[config.mk]
export PLATFORM = sky130hd
export DESIGN_NAME = scp_queue
export DESIGN_NICKNAME = d
export VERILOG_FILES = /design/src/rtl/core/scp_pkg.sv /design/src/rtl/core/scp_queue.sv
export SDC_FILE = /design/constraint.sdc
export NUM_CORES = 1
export LEC_CHECK = 0
export BUFFER_PORTS_ARGS = -buffer_cell sky130_fd_sc_hd__clkbuf_2
export CAP_MARGIN = 20
export CORE_MARGIN = 2
export CORE_UTILIZATION = 45
export DETAILED_ROUTE_END_ITERATION = 8
export PLACE_DENSITY = 0.67
export SLEW_MARGIN = 20
export SYNTH_ARGS = -nofsm -noshare
export SYNTH_HDL_FRONTEND = slang
export SYNTH_SLANG_ARGS = --single-unit
export TNS_END_PERCENT = 20
[constraint.sdc]
create_clock -name clk -period 10.1 [get_ports clk]
set_clock_uncertainty 0.2 [all_clocks]
set_input_delay 1.01 -clock clk [delete_from_list [all_inputs] [get_ports clk]]
set_output_delay 1.01 -clock clk [all_outputs]
set_load 0.01 [all_outputs]
[src/rtl/core/scp_pkg.sv]
`timescale 1ns / 1ps
package scp_pkg;

  // default sizing
  localparam int DEF_MAX_CHANNELS      = 32;
  localparam int DEF_SLOTS_PER_CHANNEL = 16;
  localparam int DEF_MAX_DEGREE        = 8;
  localparam int DEF_FRAC_BITS         = 16;

  // table word address wide enough for 64 channels x 16 slots
  localparam int CMD_ADDR_W  = 10;
  localparam int QUEUE_DEPTH = 2;

  // fixed slot layout within a channel
  localparam int SLOT_CENTRE = 9;
  localparam int SLOT_RECIP  = 10;
  localparam int SLOT_MIN    = 11;
  localparam int SLOT_MAX    = 12;

  // input kinds
  localparam logic KIND_WRITE   = 1'b0;
  localparam logic KIND_CONVERT = 1'b1;

  // command ops carried through the queue
  localparam logic [1:0] OP_WRITE   = 2'd0;
  localparam logic [1:0] OP_REJECT  = 2'd1;
  localparam logic [1:0] OP_CONVERT = 2'd2;

  // result status codes
  localparam logic [1:0] ST_OK      = 2'd0;
  localparam logic [1:0] ST_ANGLE   = 2'd1;
  localparam logic [1:0] ST_CHANNEL = 2'd2;

  typedef struct packed {
    logic [1:0]            op;
    logic [4:0]            channel;
    logic [CMD_ADDR_W-1:0] addr;   // word address (write) or channel base (convert)
    logic [31:0]           data;   // table word (write) or angle (convert)
  } cmd_t;

  // clamp a wide signed value to the signed 32-bit range
  function automatic logic signed [31:0] sat32(input logic signed [65:0] v);
    logic signed [65:0] hi;
    logic signed [65:0] lo;
    hi = 66'sh0_0000_0000_7FFF_FFFF;
    lo = -66'sh0_0000_0000_8000_0000;
    if (v > hi) begin
      sat32 = 32'sh7FFF_FFFF;
    end else if (v < lo) begin
      sat32 = 32'sh8000_0000;
    end else begin
      sat32 = v[31:0];
    end
  endfunction

endpackage

[src/rtl/core/scp_queue.sv]
`timescale 1ns / 1ps
module scp_queue (
  input  logic          clk,
  input  logic          rst,
  input  logic          push,
  input  scp_pkg::cmd_t push_cmd,
  output logic          full,
  input  logic          pop,
  output scp_pkg::cmd_t head,
  output logic          empty
);
  import scp_pkg::*;

  localparam int PW = (QUEUE_DEPTH > 1) ? $clog2(QUEUE_DEPTH) : 1;
  localparam int CW = $clog2(QUEUE_DEPTH + 1);

  cmd_t          entries [QUEUE_DEPTH];
  logic [PW-1:0] wr_ptr;
  logic [PW-1:0] rd_ptr;
  logic [CW-1:0] count;

  assign full  = (count == CW'(QUEUE_DEPTH));
  assign empty = (count == '0);
  assign head  = entries[rd_ptr];

  always_ff @(posedge clk) begin
    if (push) begin
      entries[wr_ptr] <= push_cmd;
    end
  end

  always_ff @(posedge clk) begin
    if (rst) begin
      wr_ptr <= '0;
      rd_ptr <= '0;
      count  <= '0;
    end else begin
      if (push) begin
        wr_ptr <= (wr_ptr == PW'(QUEUE_DEPTH - 1)) ? '0 : wr_ptr + 1'b1;
      end
      if (pop) begin
        rd_ptr <= (rd_ptr == PW'(QUEUE_DEPTH - 1)) ? '0 : rd_ptr + 1'b1;
      end
      if (push && !pop) begin
        count <= count + 1'b1;
      end else if (pop && !push) begin
        count <= count - 1'b1;
      end
    end
  end

endmodule

Word-level counts from Yosys, hierarchy flattened
Memory sizes are Yosys's and may differ from the RTL's. A register that Yosys moved wholly into a read port is not among the register bits.
Index checks and enable logic that the tools add are counted.
{"block": "totals", "ff_bits": 4, "ram_bits": 98, "input_bits": 53, "out_inout_bits": 51, "elab_cells": 23, "n_memories": 1}
{"name": "entries", "depth": 2, "width": 49, "read_ports": 1, "rd_ports_with_merged_regs": 1, "write_ports": 1, "line_no": "scp_queue.sv:17", "rtl": "cmd_t entries [QUEUE_DEPTH];"}
{"block": "classes", "addsub": 4, "eq_ne": 1, "mux": 8, "reduce_logical": 6}
{"operator": "$mux W1", "count": 6}
{"operator": "$mux W2", "count": 2}
{"operator": "$add A1 B1 Y1 const B", "count": 2}
{"operator": "$add A2 B1 Y2 const B", "count": 1}
{"operator": "$eq A2 B2 Y1 const B", "count": 1}
{"operator": "$logic_and A1 B1 Y1", "count": 2}
{"operator": "$logic_not A1 Y1", "count": 2}
{"operator": "$logic_not A2 Y1", "count": 1}
{"operator": "$reduce_bool A2 Y1", "count": 1}
{"operator": "$sub A2 B1 Y2 const B", "count": 1}

Longest topological paths before layout
{"block": "depth", "ltp_word": 4, "depth_mapped": 5}

Least setup slack after synthesis
Ideal clock, no wire load.
{"block": "synth_timing", "path_kind": "in2reg", "start": "in push", "end": "mem entries[0][0] (netlist bit), enable pin", "setup_ns": 0.462, "t_arrival_ns": 3.184, "path_slack_ns": 6.255, "path_stages": 1, "path_buffers": 0, "cell_sequence": "nor2b_1"}
{"block": "synth_via", "elab_chain_len": 2}
{"item": "start: declaration", "line_no": "scp_queue.sv:5", "rtl": "input logic push,"}
{"item": "$mux W1", "line_no": "scp_queue.sv:27", "rtl": "if (push) begin"}
{"item": "$mux W1 (not written as such)", "line_no": "scp_queue.sv:28", "rtl": "entries[wr_ptr] <= push_cmd;"}
{"item": "end: declaration", "line_no": "scp_queue.sv:17"}
No other way between the ends.

==> impl_metrics.env <==
export IMPL_status="complete, no violations"
export IMPL_vdd_drop_max_uv=85.1
export IMPL_met1_length_um=2680
export IMPL_layout_drive_gt1_share=0.590
export IMPL_cts_buffer_depth=2
export IMPL_syn_num_nets=228
export IMPL_cts_setup_buffers=0
export IMPL_yosys_top_cells_area="edfxtp_1 (79%), mux2_2 (15%), dfxtp_1 (2.7%)"
export IMPL_synthTopCellsByCount="edfxtp_1 (98), mux2_2 (49), dfxtp_1 (5), nor2_1 (5), buf_2 (3)"
export IMPL_comb_power_share=0.111
export IMPL_critPathCaptureType="primary output"
export IMPL_synthAdderAreaFrac=0.00335
export IMPL_fp_dieH_um=95.2
export IMPL_cts_root_buf="clkbuf_8"
export IMPL_finalInstanceArea_um2=4560
export IMPL_multi_input_area_um2=664
export IMPL_async_reset_ff_frac=0
export IMPL_syn_area_um2=3740
export IMPL_muxShareOfSynthArea=0.148
export IMPL_rsz0062_at_grt="false"
export IMPL_wl_um=6220
export IMPL_netlist_instances=174
export IMPL_period_needed_ps=2910
export IMPL_p_clk_frac=0.287
export IMPL_ctsResizeCount=0
export IMPL_met3WireLength_um=429
export IMPL_die_x_um=95.2
export IMPL_synthFlopType="edfxtp_1"
export IMPL_worstPathMaxFanout=49
export IMPL_max_clock_freq_mhz=344
export IMPL_n_fill_cell=657
export IMPL_setup_tns_ps=0
export IMPL_drcViolationCount=0
export IMPL_crit_path_max_incr_delay_ps=800
export IMPL_seq_area_um2=3050
export IMPL_wl_met2_um=2980
export IMPL_clkLatencyLatePin_ps=340
export IMPL_wl_per_cell_um=15.7
export IMPL_synth_sequential_area_ratio=0.814
export IMPL_htree_levels=3
export IMPL_path_class="flip-flop to primary output"
export IMPL_synth_distinct_cells=16
export IMPL_finalHoldViolations=0
export IMPL_diodes=0
export IMPL_synth_seq_cells=103
export IMPL_setup_violations=0
export IMPL_place_area_um2=4380
export IMPL_dp_hpwl_um=4090
export IMPL_hold_path_class="flip-flop to flip-flop"
export IMPL_syn_area_per_cell_um2=21.5
export IMPL_max_slew_worst_pin_slew_ps=667
export IMPL_grt_pass1_wl_um=9340
export IMPL_drtAntennaViolNets=0
export IMPL_yosysMostFrequentCell="edfxtp_1"
export IMPL_first_iter_violations=63
export IMPL_grt_max_degree=50
export IMPL_synth_top_area_cell="edfxtp_1"
export IMPL_antenna_found_initial=0
export IMPL_synth_top_family_by_area="multiplexers"
export IMPL_numPortBuffers=103
export IMPL_p_seq_frac=0.602
export IMPL_synth_xor_area_frac=0.00937
export IMPL_power_density_nw_per_um2=186
export IMPL_timing_final_crit_share=0.288
export IMPL_num_vias=1904
export IMPL_synth_edf_count=98
export IMPL_coreArea_um2=8130
export IMPL_area_growth_pct=22.0
export IMPL_numCtsBuffers=9
export IMPL_gp_congestion=0.663
export IMPL_drt_pass1_iter_count=4
export IMPL_clk_pin_slew_ps=80
export IMPL_drv_slew=0
export IMPL_p_sw_frac=0.226
export IMPL_grt_util_all_layers=0.141
export IMPL_grt_pass1_vias=1999
export IMPL_cp_required_ps=8890
export IMPL_rows=33
export IMPL_via_per_inst=4.82
export IMPL_fp_dieArea_um2=9060
export IMPL_nNetsFinal=339
export IMPL_intPower_mw=0.657
export IMPL_p_leak_nw=1.74
export IMPL_yosysWarnings=0
export IMPL_path_cells="mux2_2 > clkbuf_2"
export IMPL_cts_tree="done"
export IMPL_top_layer_used="met4"
export IMPL_netSwitchingPower_mw=0.192
export IMPL_critPathArrivalTime_ps=1700
export IMPL_relSlewSlack=0.555
export IMPL_synth_top_area_frac=0.787
export IMPL_synth_compound_area_frac=0.00268
export IMPL_start_kind="flip-flop"
export IMPL_initial_core_util=0.460
export IMPL_ctsHoldBuffers=0
export IMPL_pin_count=104
export IMPL_yosys_area_share_simple=0.0124
export IMPL_clkSinkCount=103
export IMPL_maxCapViolCount=0
export IMPL_hold_worst_slack_ps=328
export IMPL_worst_path_max_delay_cell="dfxtp_4"
export IMPL_grt_ovfl_total=0
layer usage:
metal / track usage / vias up
met5: 0 / -
met4: 0.0761 / 0
met3: 0.0372 / 11
met2: 0.227 / 64
met1: 0.174 / 932
li1: - / 897
critical path, delay by kind of cell, from the launching register on:
kind | cells | cell delay (ps)
buffers and inverters | 1 | 130
flip-flops | 1 | 800
multiplexers | 1 | 420
metrics by stage:
| stage | worst slack [ps] | cells | util | power [mW] |
|---|---|---|---|---|
| floorplan | 6250 | 174 | - | 0.573 |
| global placement | 7140 | 379 | 0.538 | 0.615 |
| detailed placement | 7370 | 379 | 0.538 | 0.617 |
| CTS | 7130 | 395 | 0.561 | 0.859 |
| global route | 7090 | 395 | 0.561 | 0.883 |
| finish | 7190 | 395 | 0.561 | 0.849 |
cells by family after synthesis:
logic type                 after synthesis
and+or+nand+nor                          9
buffers and inverters                    6
AOI/OAI and AO/OA                        2
muxes                                   49
DFF                                    103
xor gates and xnor gates                 4
adders and majority gates                1
layout by cell type, fill, tap and decap left out, drive strengths merged:
cell type	Yosys	routed
mux2	49	49
nor2	5	5
and2b	1	1
nor2b	1	1
o21ai	1	1
dfxtp	5	5
xor2	2	2
edfxtp	98	98
bufinv	0	1
xnor2	2	2
buf	5	2
and2	1	1
ha	1	1
clkinv	0	6
a21oi	1	1
or3	1	1
clkbuf	0	112
inv	1	1
flip-flops by register name (all words and copies together) (netlist names), named ones only:
name / flops
wr_ptr: 1
entries: 98
rd_ptr: 1
count: 2
power by group through the flow:
stage	sequential [mW]	combinational, mW	clock, mW
3_5_place_dp	0.522	0.0957	0
6_report	0.511	0.0940	0.243
3_3_place_gp	0.520	0.0949	0
4_1_cts	0.512	0.0962	0.250
2_1_floorplan	0.513	0.0604	0
5_1_grt	0.515	0.103	0.265
final timing paths:
| kind | from | to | slack [ps] | depth (start not counted) |
|---|---|---|---|---|
| max | flip-flop | head[29] | 7190 | 2 |
| min | count[1] | count[1] | 330 | 2 |
| max reg2reg | wr_ptr | entries[1][32] | 8180 | 2 |
| min reg2reg | count[1] | count[1] | 330 | 2 |
final cells by class:
class,count,area share
clock buffer,9,0.0271
clock inverter,7,0.0140
inverter,1,0.000822
multi-input combinational,65,0.146
sequential,103,0.667
tap,105,0.0288
timing repair buffer,105,0.116
Note: power is estimated with default switching activity, not from simulation.
