==> config.mk <==
export PLATFORM = sky130hd
export DESIGN_NAME = scp_front
export DESIGN_NICKNAME = d
export VERILOG_FILES = /design/src/rtl/core/scp_pkg.sv /design/src/rtl/core/scp_front.sv
export SDC_FILE = /design/constraint.sdc
export NUM_CORES = 1
export LEC_CHECK = 0
export BUFFER_PORTS_ARGS = -buffer_cell sky130_fd_sc_hd__buf_4
export CORE_ASPECT_RATIO = 1.2
export CORE_MARGIN = 4
export CORE_UTILIZATION = 27
export DETAILED_ROUTE_END_ITERATION = 8
export PLACE_DENSITY = 0.85
export SLEW_MARGIN = 25
export SYNTH_ARGS = -nofsm -noshare
export SYNTH_HDL_FRONTEND = slang
export SYNTH_SLANG_ARGS = --single-unit
==> constraint.sdc <==
create_clock -name vclk -period 1.55
set_input_delay 0.31 -clock vclk [all_inputs]
set_output_delay 0.31 -clock vclk [all_outputs]
set_load 0.005 [all_outputs]
==> src/rtl/core/scp_pkg.sv <==
`timescale 1ns / 1ps
package scp_pkg;

  // default sizing
  localparam int DEF_MAX_CHANNELS      = 32;
  localparam int DEF_SLOTS_PER_CHANNEL = 16;
  localparam int DEF_MAX_DEGREE        = 8;
  localparam int DEF_FRAC_BITS         = 16;

  // table word address wide enough for 64 channels x 16 slots
  localparam int CMD_ADDR_W  = 10;
  localparam int QUEUE_DEPTH = 2;

  // fixed slot layout within a channel
  localparam int SLOT_CENTRE = 9;
  localparam int SLOT_RECIP  = 10;
  localparam int SLOT_MIN    = 11;
  localparam int SLOT_MAX    = 12;

  // input kinds
  localparam logic KIND_WRITE   = 1'b0;
  localparam logic KIND_CONVERT = 1'b1;

  // command ops carried through the queue
  localparam logic [1:0] OP_WRITE   = 2'd0;
  localparam logic [1:0] OP_REJECT  = 2'd1;
  localparam logic [1:0] OP_CONVERT = 2'd2;

  // result status codes
  localparam logic [1:0] ST_OK      = 2'd0;
  localparam logic [1:0] ST_ANGLE   = 2'd1;
  localparam logic [1:0] ST_CHANNEL = 2'd2;

  typedef struct packed {
    logic [1:0]            op;
    logic [4:0]            channel;
    logic [CMD_ADDR_W-1:0] addr;   // word address (write) or channel base (convert)
    logic [31:0]           data;   // table word (write) or angle (convert)
  } cmd_t;

  // clamp a wide signed value to the signed 32-bit range
  function automatic logic signed [31:0] sat32(input logic signed [65:0] v);
    logic signed [65:0] hi;
    logic signed [65:0] lo;
    hi = 66'sh0_0000_0000_7FFF_FFFF;
    lo = -66'sh0_0000_0000_8000_0000;
    if (v > hi) begin
      sat32 = 32'sh7FFF_FFFF;
    end else if (v < lo) begin
      sat32 = 32'sh8000_0000;
    end else begin
      sat32 = v[31:0];
    end
  endfunction

endpackage

==> src/rtl/core/scp_front.sv <==
`timescale 1ns / 1ps
module scp_front #(
  parameter int MAX_CHANNELS      = scp_pkg::DEF_MAX_CHANNELS,
  parameter int SLOTS_PER_CHANNEL = scp_pkg::DEF_SLOTS_PER_CHANNEL
) (
  input  logic                in_valid,
  output logic                in_stall,
  input  logic                kind,
  input  logic [4:0]          channel,
  input  logic [3:0]          slot,
  input  logic signed [31:0]  table_word,
  input  logic signed [31:0]  angle,
  input  logic [5:0]          channel_count,
  input  logic                q_full,
  output logic                push,
  output scp_pkg::cmd_t       push_cmd
);
  import scp_pkg::*;

  logic ch_in_table;
  logic slot_in_table;
  logic ch_enabled;
  logic keep;

  assign ch_in_table   = int'(channel) < MAX_CHANNELS;
  assign slot_in_table = int'(slot) < SLOTS_PER_CHANNEL;
  assign ch_enabled    = ({1'b0, channel} < channel_count) && ch_in_table;

  // writes outside the table are accepted and dropped here
  assign keep     = (kind == KIND_CONVERT) || (ch_in_table && slot_in_table);
  assign in_stall = q_full;
  assign push     = in_valid && !in_stall && keep;

  always_comb begin
    push_cmd.channel = channel;
    if (kind == KIND_WRITE) begin
      push_cmd.op   = OP_WRITE;
      push_cmd.addr = CMD_ADDR_W'(int'(channel) * SLOTS_PER_CHANNEL + int'(slot));
      push_cmd.data = table_word;
    end else begin
      push_cmd.op   = ch_enabled ? OP_CONVERT : OP_REJECT;
      push_cmd.addr = CMD_ADDR_W'(int'(channel) * SLOTS_PER_CHANNEL);
      push_cmd.data = angle;
    end
  end

endmodule

# Yosys cells after proc, flatten, opt, wreduce, memory -nomap -nowiden
# Index checks and enable logic that the tools add are counted.
[op_classes]
magnitude_cmp = 1
div_mod_pow = 0
bitwise_logic = 0
muxes = 3
n_eq_ne = 0
n_reduce_logical = 2
addsub = 1
shift = 0
n_mul = 0
[op_table]
columns = ["cell", "count"]
rows = [
  ["2-to-1 mux 42 bit", 1],
  ["adder 9 x 4 -> 10 bit", 1],
  ["< comparator 5 x 6 -> 1 bit", 1],
  ["2-to-1 mux 2 bit", 2],
  ["logical AND 1 bit", 1],
  ["zero test 1 bit", 1],
]
[totals]
elab_cells = 7
mem_count = 0
regBits = 0
ramBits = 0
input_bits = 82
mem_bits_ro = 0
output_inout_bits = 51
latchBits = 0

# Depth between registers and ports, before layout
# Gate-level depths: netlist of the first run.
[depth]
depth_word = 3
ltp_mapped = 6
mapped_depth_nobuf = 6

# Worst setup path before layout of the first run
# No wires, ideal clock.
[synth_path]
path_kind = "input to output"
from = "input channel_count[3]"
to = "output push_cmd[47] (netlist bit)"
path_buffers = 0
t_arrival_ns = 1.153
required_ns = 1.240
slack_ns = 0.087
stages = 6
cell_sequence = "inv_1 > ha_1 > a21o_1 > a21oi_1 > o22ai_1 > and2_1"
[synth_lines]
columns = ["item", "line", "text"]
rows = [
  ["from (decl)", "scp_front.sv:13", "input logic [5:0] channel_count,"],
  ["to (decl)", "scp_front.sv:16", "output scp_pkg::cmd_t push_cmd"],
]

==> results of run 1 <==
[metrics by stage]
stage / cell area, um^2 / TNS [ns] / cells / worst slack [ns]
floorplan: 694 / 0 / 71 / 0.0871
global placement: 1650 / -0.229 / 222 / -0.155
detailed placement: 1650 / -0.307 / 222 / -0.192
CTS: 1670 / -0.0547 / 222 / -0.0547
global route: 1680 / -0.184 / 222 / -0.121
finish: 1680 / -0.101 / 222 / -0.0783
[final cells by class]
| cell class | count | area share |
|---|---|---|
| tap | 31 | 0.0231 |
| timing repair buffer | 136 | 0.625 |
| multi-input combinational | 50 | 0.339 |
| inverter | 5 | 0.0127 |
[synthesized netlist by cell type, drive strengths merged]
| library cell | instances | area, um^2 |
|---|---|---|
| mux2 | 32 | 413 |
| conb | 1 | 3.75 |
| ha | 4 | 50.1 |
| nor2b | 5 | 31.3 |
| nand2b | 1 | 6.26 |
| a21oi | 2 | 10.0 |
| and2 | 1 | 6.26 |
| nor2 | 1 | 3.75 |
| nand4b | 1 | 8.76 |
| inv | 5 | 18.8 |
| buf | 16 | 129 |
| a21o | 1 | 7.51 |
| o22ai | 1 | 6.26 |
[power breakdown]
group          switching, mW  internal (mW)
logic                  0.141          0.343
registers                  0              0
clock network              0              0
[cells by family (layout without fill, tap and decap cells)]
kind of cell    count (synthesis)  count (layout)  share of synthesized area
compound gates                  4               4                     0.0342
fa+ha+maj                       4               4                     0.0721
buf+inv                        21             141                      0.213
mux                            32              32                      0.595
other cells                     1               1                    0.00540
simple gates                    9               9                     0.0811
[what timing repair did]
action / CTS / global route
pin swaps: 5 / 3
hold buffers: 0 / 0
setup endpoints to repair: 2 / 2
endpoints found under the hold margin: 0 / 0
resized for setup: 4 / 2
[how the worst max path moves through the flow]
stage,startpoint,to,slack (ns),depth (start not counted)
after floorplan,channel_count[3],push_cmd[47],0.09,6
after global routing,channel_count[3],push_cmd[47],-0.12,8
after detailed placement,channel[3],push_cmd[47],-0.19,7
after CTS,channel_count[3],push_cmd[47],-0.05,8
after global placement,channel[3],push_cmd[47],-0.15,7
final,channel[3],push_cmd[47],-0.08,7
[layer usage]
layer,part of all wire,global-route usage,vias to the layer above
met5,0,0,-
met4,0,0,0
met3,0.17,0.0684,0
met2,0.54,0.350,90
met1,0.29,0.134,454
li1,-,-,474
==> results.md, run 1 <==
- Status: complete, but fails checks
- Failing checks: negative setup slack
- Crit path max-delay family: compound AO/OA/AOI/OAI gates
- Inserted Diodes: 0
- Final global-route overflow total: 0
- Layout cell share with drive strength beyond 1: 0.901
- Total GRT Usage: 0.165
- Detail Placement HPWL: 2.97 mm
- Worst path cell trace: buf_4 > ha_4 > a21o_1 > a21oi_2 > o22ai_2 > and2_1 > buf_4
- Crit path top cell by count: buf_4
- Synth Cell Area: about 700 um^2
- Worst EP required: between 1 and 1.5 ns
- Die Width: 54.3 um
- CP Buf/Inv Count: 2
- Post-synthesis sequential area ratio: 0
- Die footprint: approximately 3500 um^2
- Post-Synthesis Cells: just over 70
- Leak: roughly 0.95 nW
- Critical path endpoint category: output port
- RSZ-0062 raised after global routing: yes
- Synth cell types: 16
- Crit Path Class: in2out
- Buffers on Ports: between 100 and 150
- Initial DRC count: 10
- Postcts setup bufs: 0
- Fin util: 0.706
- Tmin final: approximately 1.6 ns
- Yosys warnings: 0
- Number of global-route vias before repair: approximately 1100
- Fillers: 185
- Sequential cell area: 0 um^2
- Seq cells: 0
- Most frequent cells in the layout: buf_4, mux2_2, mux2_4, nor2b_1, inv_1
- Max Slew Vio Count: 0
- Area of the multi-input gates: about 570 um^2
- Vias per inst: ~4.6
- Net Count, Synth: 157
- Max-Cap Viols: 0
- Worst hold slack: about 0.8 ns
- Most common cell after layout, fill and taps aside: buf_4
- HP Start: q_full
- # setup viols final: 2
- Hold-critical path depth: 2
- Largest net degree at the start of global routing: 19
- Hold Path Sink: in_stall
- Post-route setup slack: -0.0783 ns
- Max incr delay on CP: between 0.2 and 0.25 ns
- # IOs: 133
- Routability cong.: 0.730
- Global-route wire length before repair: between 4 and 5 mm
- Vias: approximately 1000
- Syn avg cell area: about 9.8 um^2
- Initial antenna violation count: 0
- Final Hold Viols: 0
- DRT antenna net count: 0
- CP max FO: 2
- CP arrival: 1.32 ns
- Peak VDD IR: about 0.19 mV
- Layout clock buffer count: 0
- Starting Density: 0.292
- Cell row count: 19
- Avg WL per Cell: 14.7 um
- Final period utilization: 1.05
- DRC viols: 0
- Die span in y: around 64 um
- P&R area growth vs syn: 142%
- Final nets: roughly 280
- Final WL: ~3.3 mm
- HP Class: in2out
- Core Region: approximately 2400 um^2
- DRT Pass-1 Iters: 3
- P per Cell Area: about 290 nW/um^2
- Fmax: between 600 and 700 MHz
- Pwr Total: 483 uW
- Slowest-stage cell, CP: ha_4
- Worst Setup Start Kind: input pin
Power figures use the tool's default switching activity.
==> inputs of run 2 (changes only) <==
--- a/config.mk
+++ b/config.mk
@@ -7,7 +7,6 @@
 export LEC_CHECK = 0
 export BUFFER_PORTS_ARGS = -buffer_cell sky130_fd_sc_hd__buf_4
 export CORE_ASPECT_RATIO = 1.2
-export CORE_MARGIN = 4
 export CORE_UTILIZATION = 27
 export DETAILED_ROUTE_END_ITERATION = 8
 export PLACE_DENSITY = 0.85
==> constraint.sdc (replaced) <==
create_clock -name vclk -period 1.55
set_input_delay 0.155 -clock vclk [all_inputs]
set_output_delay 0.155 -clock vclk [all_outputs]
set_load 0.005 [all_outputs]
==> results.md, run 2 (same netlist as run 1, synthesis figures left out) <==
- P per Cell Area: 286 nW/um^2 (was 288 nW/um^2)
- Number of global-route vias before repair: 929 (was 1072)
- Inserted Diodes: 0 (unchanged)
- Peak VDD IR: 0.182 mV (was 0.191 mV)
- Layout cell share with drive strength beyond 1: 0.878 (was 0.901)
- Die footprint: 2780 um^2 (was 3450 um^2)
- Vias: 982 (was 1018)
- HP Class: in2out (unchanged)
- Most frequent cells in the layout: buf_4, mux2_2, mux2_4, inv_1, nor2b_1 (was buf_4, mux2_2, mux2_4, nor2b_1, inv_1)
- Buffers on Ports: 132 (unchanged)
- # IOs: 133 (unchanged)
- Die span in y: 57.6 um (was 63.6 um)
- Routability cong.: 0.801 (was 0.730)
- Final period utilization: 0.936 (was 1.05)
- Core Region: 2350 um^2 (was 2380 um^2)
- Max Slew Vio Count: 0 (unchanged)
- Crit path top cell by count: buf_4 (unchanged)
- P&R area growth vs syn: 133% (was 142%)
- RSZ-0062 raised after global routing: no (was yes)
- Status: complete, no violations (was complete, but fails checks)
- Number of gates resized after CTS: 0 (was 4)
- Final WL: 3.07 mm (was 3.27 mm)
- Die Width: 48.3 um (was 54.3 um)
- DP Worst Slack: 0.0922 ns (was -0.192 ns)
- Post-route setup slack: 0.0986 ns (was -0.0783 ns)
- Fin util: 0.686 (was 0.706)
- # setup viols final: 0 (was 2)
- Tmin final: 1.45 ns (was 1.63 ns)
- DRT Pass-1 Iters: 2 (was 3)
- Layout clock buffer count: 0 (unchanged)
- Global-route wire length before repair: 4.17 mm (was 4.46 mm)
- Starting Density: 0.295 (was 0.292)
- Largest net degree at the start of global routing: 39 (was 19)
- Initial DRC count: 13 (was 10)
- Critical path endpoint category: output port (unchanged)
- Worst EP required: 1.39 ns (was 1.24 ns)
- Detail Placement HPWL: 2.77 mm (was 2.97 mm)
- Slowest-stage cell, CP: ha_1 (was ha_4)
- Cell row count: 19 (unchanged)
- Total GRT Usage: 0.208 (was 0.165)
- Sequential cell area: 0 um^2 (unchanged)
- Fillers: 187 (was 185)
- Seq cells: 0 (unchanged)
- Final global-route overflow total: 0 (unchanged)
- Max incr delay on CP: 0.31 ns (was 0.21 ns)
- Postcts setup bufs: 0 (unchanged)
- Setup_tns: 0 ns (was -0.101 ns)
- CP max FO: 3 (was 2)
- Crit Path Class: in2out (unchanged)
- Most common cell after layout, fill and taps aside: buf_4 (unchanged)
- Fin area: 1620 um^2 (was 1680 um^2)
- Final nets: 276 (was 279)
- Vias per inst: 4.48 (was 4.59)
- DRT antenna net count: 0 (unchanged)
- Worst Setup Start Kind: input pin (unchanged)
- CP arrival: 1.30 ns (was 1.32 ns)
- DRC viols: 0 (unchanged)
- Final Hold Viols: 0 (unchanged)
- Fmax: 689 MHz (was 614 MHz)
- Leak: 0.924 nW (was 0.946 nW)
- Avg WL per Cell: 14.0 um (was 14.7 um)
- Worst path cell trace: buf_4 > ha_1 > a21o_1 > a21oi_1 > o22ai_1 > and2_1 > buf_4 (was buf_4 > ha_4 > a21o_1 > a21oi_2 > o22ai_2 > and2_1 > buf_4)
- Placed inst area: 1620 um^2 (was 1650 um^2)
- Initial antenna violation count: 0 (unchanged)
- Hold buffers post-CTS: 0 (unchanged)
- Max-Cap Viols: 0 (unchanged)
-- run 2: path summary, 6_finish.rpt --
| kind | start | end | slack [ns] | depth (start not counted) |
|---|---|---|---|---|
| hold / removal | q_full | in_stall | 0.49 | 2 |
| setup / recovery | channel[3] | push_cmd[47] | 0.1 | 7 |
-- run 2: where the power goes --
group / internal (mW) / leakage (nW) / switching (mW) / total, mW
Clock: 0 / 0 / 0 / 0
Sequential: 0 / 0 / 0 / 0
Combinational: 0.329 / 0.924 / 0.133 / 0.462
Total: 0.329 / 0.924 / 0.133 / 0.462
-- run 2: area by class of cell --
class,instances,area [um^2],area share
well taps,31,38.8,0.0240
multi-input cells,50,547,0.338
inverters,5,18.8,0.0116
repair buffers,133,1010,0.626
-- run 2: routing by layer --
metal  GRT usage  wire length (um)
met5           0                 0
met2       0.448              1740
met3      0.0285               356
met4      0.0476                84
met1       0.171               887
-- run 2: critical path, delay by kind of cell --
kind,cells,cell delay [ns]
AO/OA/AOI/OAI,3,0.41
adder cells (fa/ha/maj),1,0.31
buffers and inverters,2,0.25
AND/OR/NAND/NOR,1,0.17
-- run 2: through the flow --
stage | power [mW] | std cells | hold slack, ns
floorplan | 0.180 | 71 | 0.340
global placement | 0.455 | 219 | 0.486
detailed placement | 0.465 | 219 | 0.495
CTS | 0.467 | 219 | 0.495
global route | 0.501 | 219 | 0.504
finish | 0.462 | 219 | 0.492
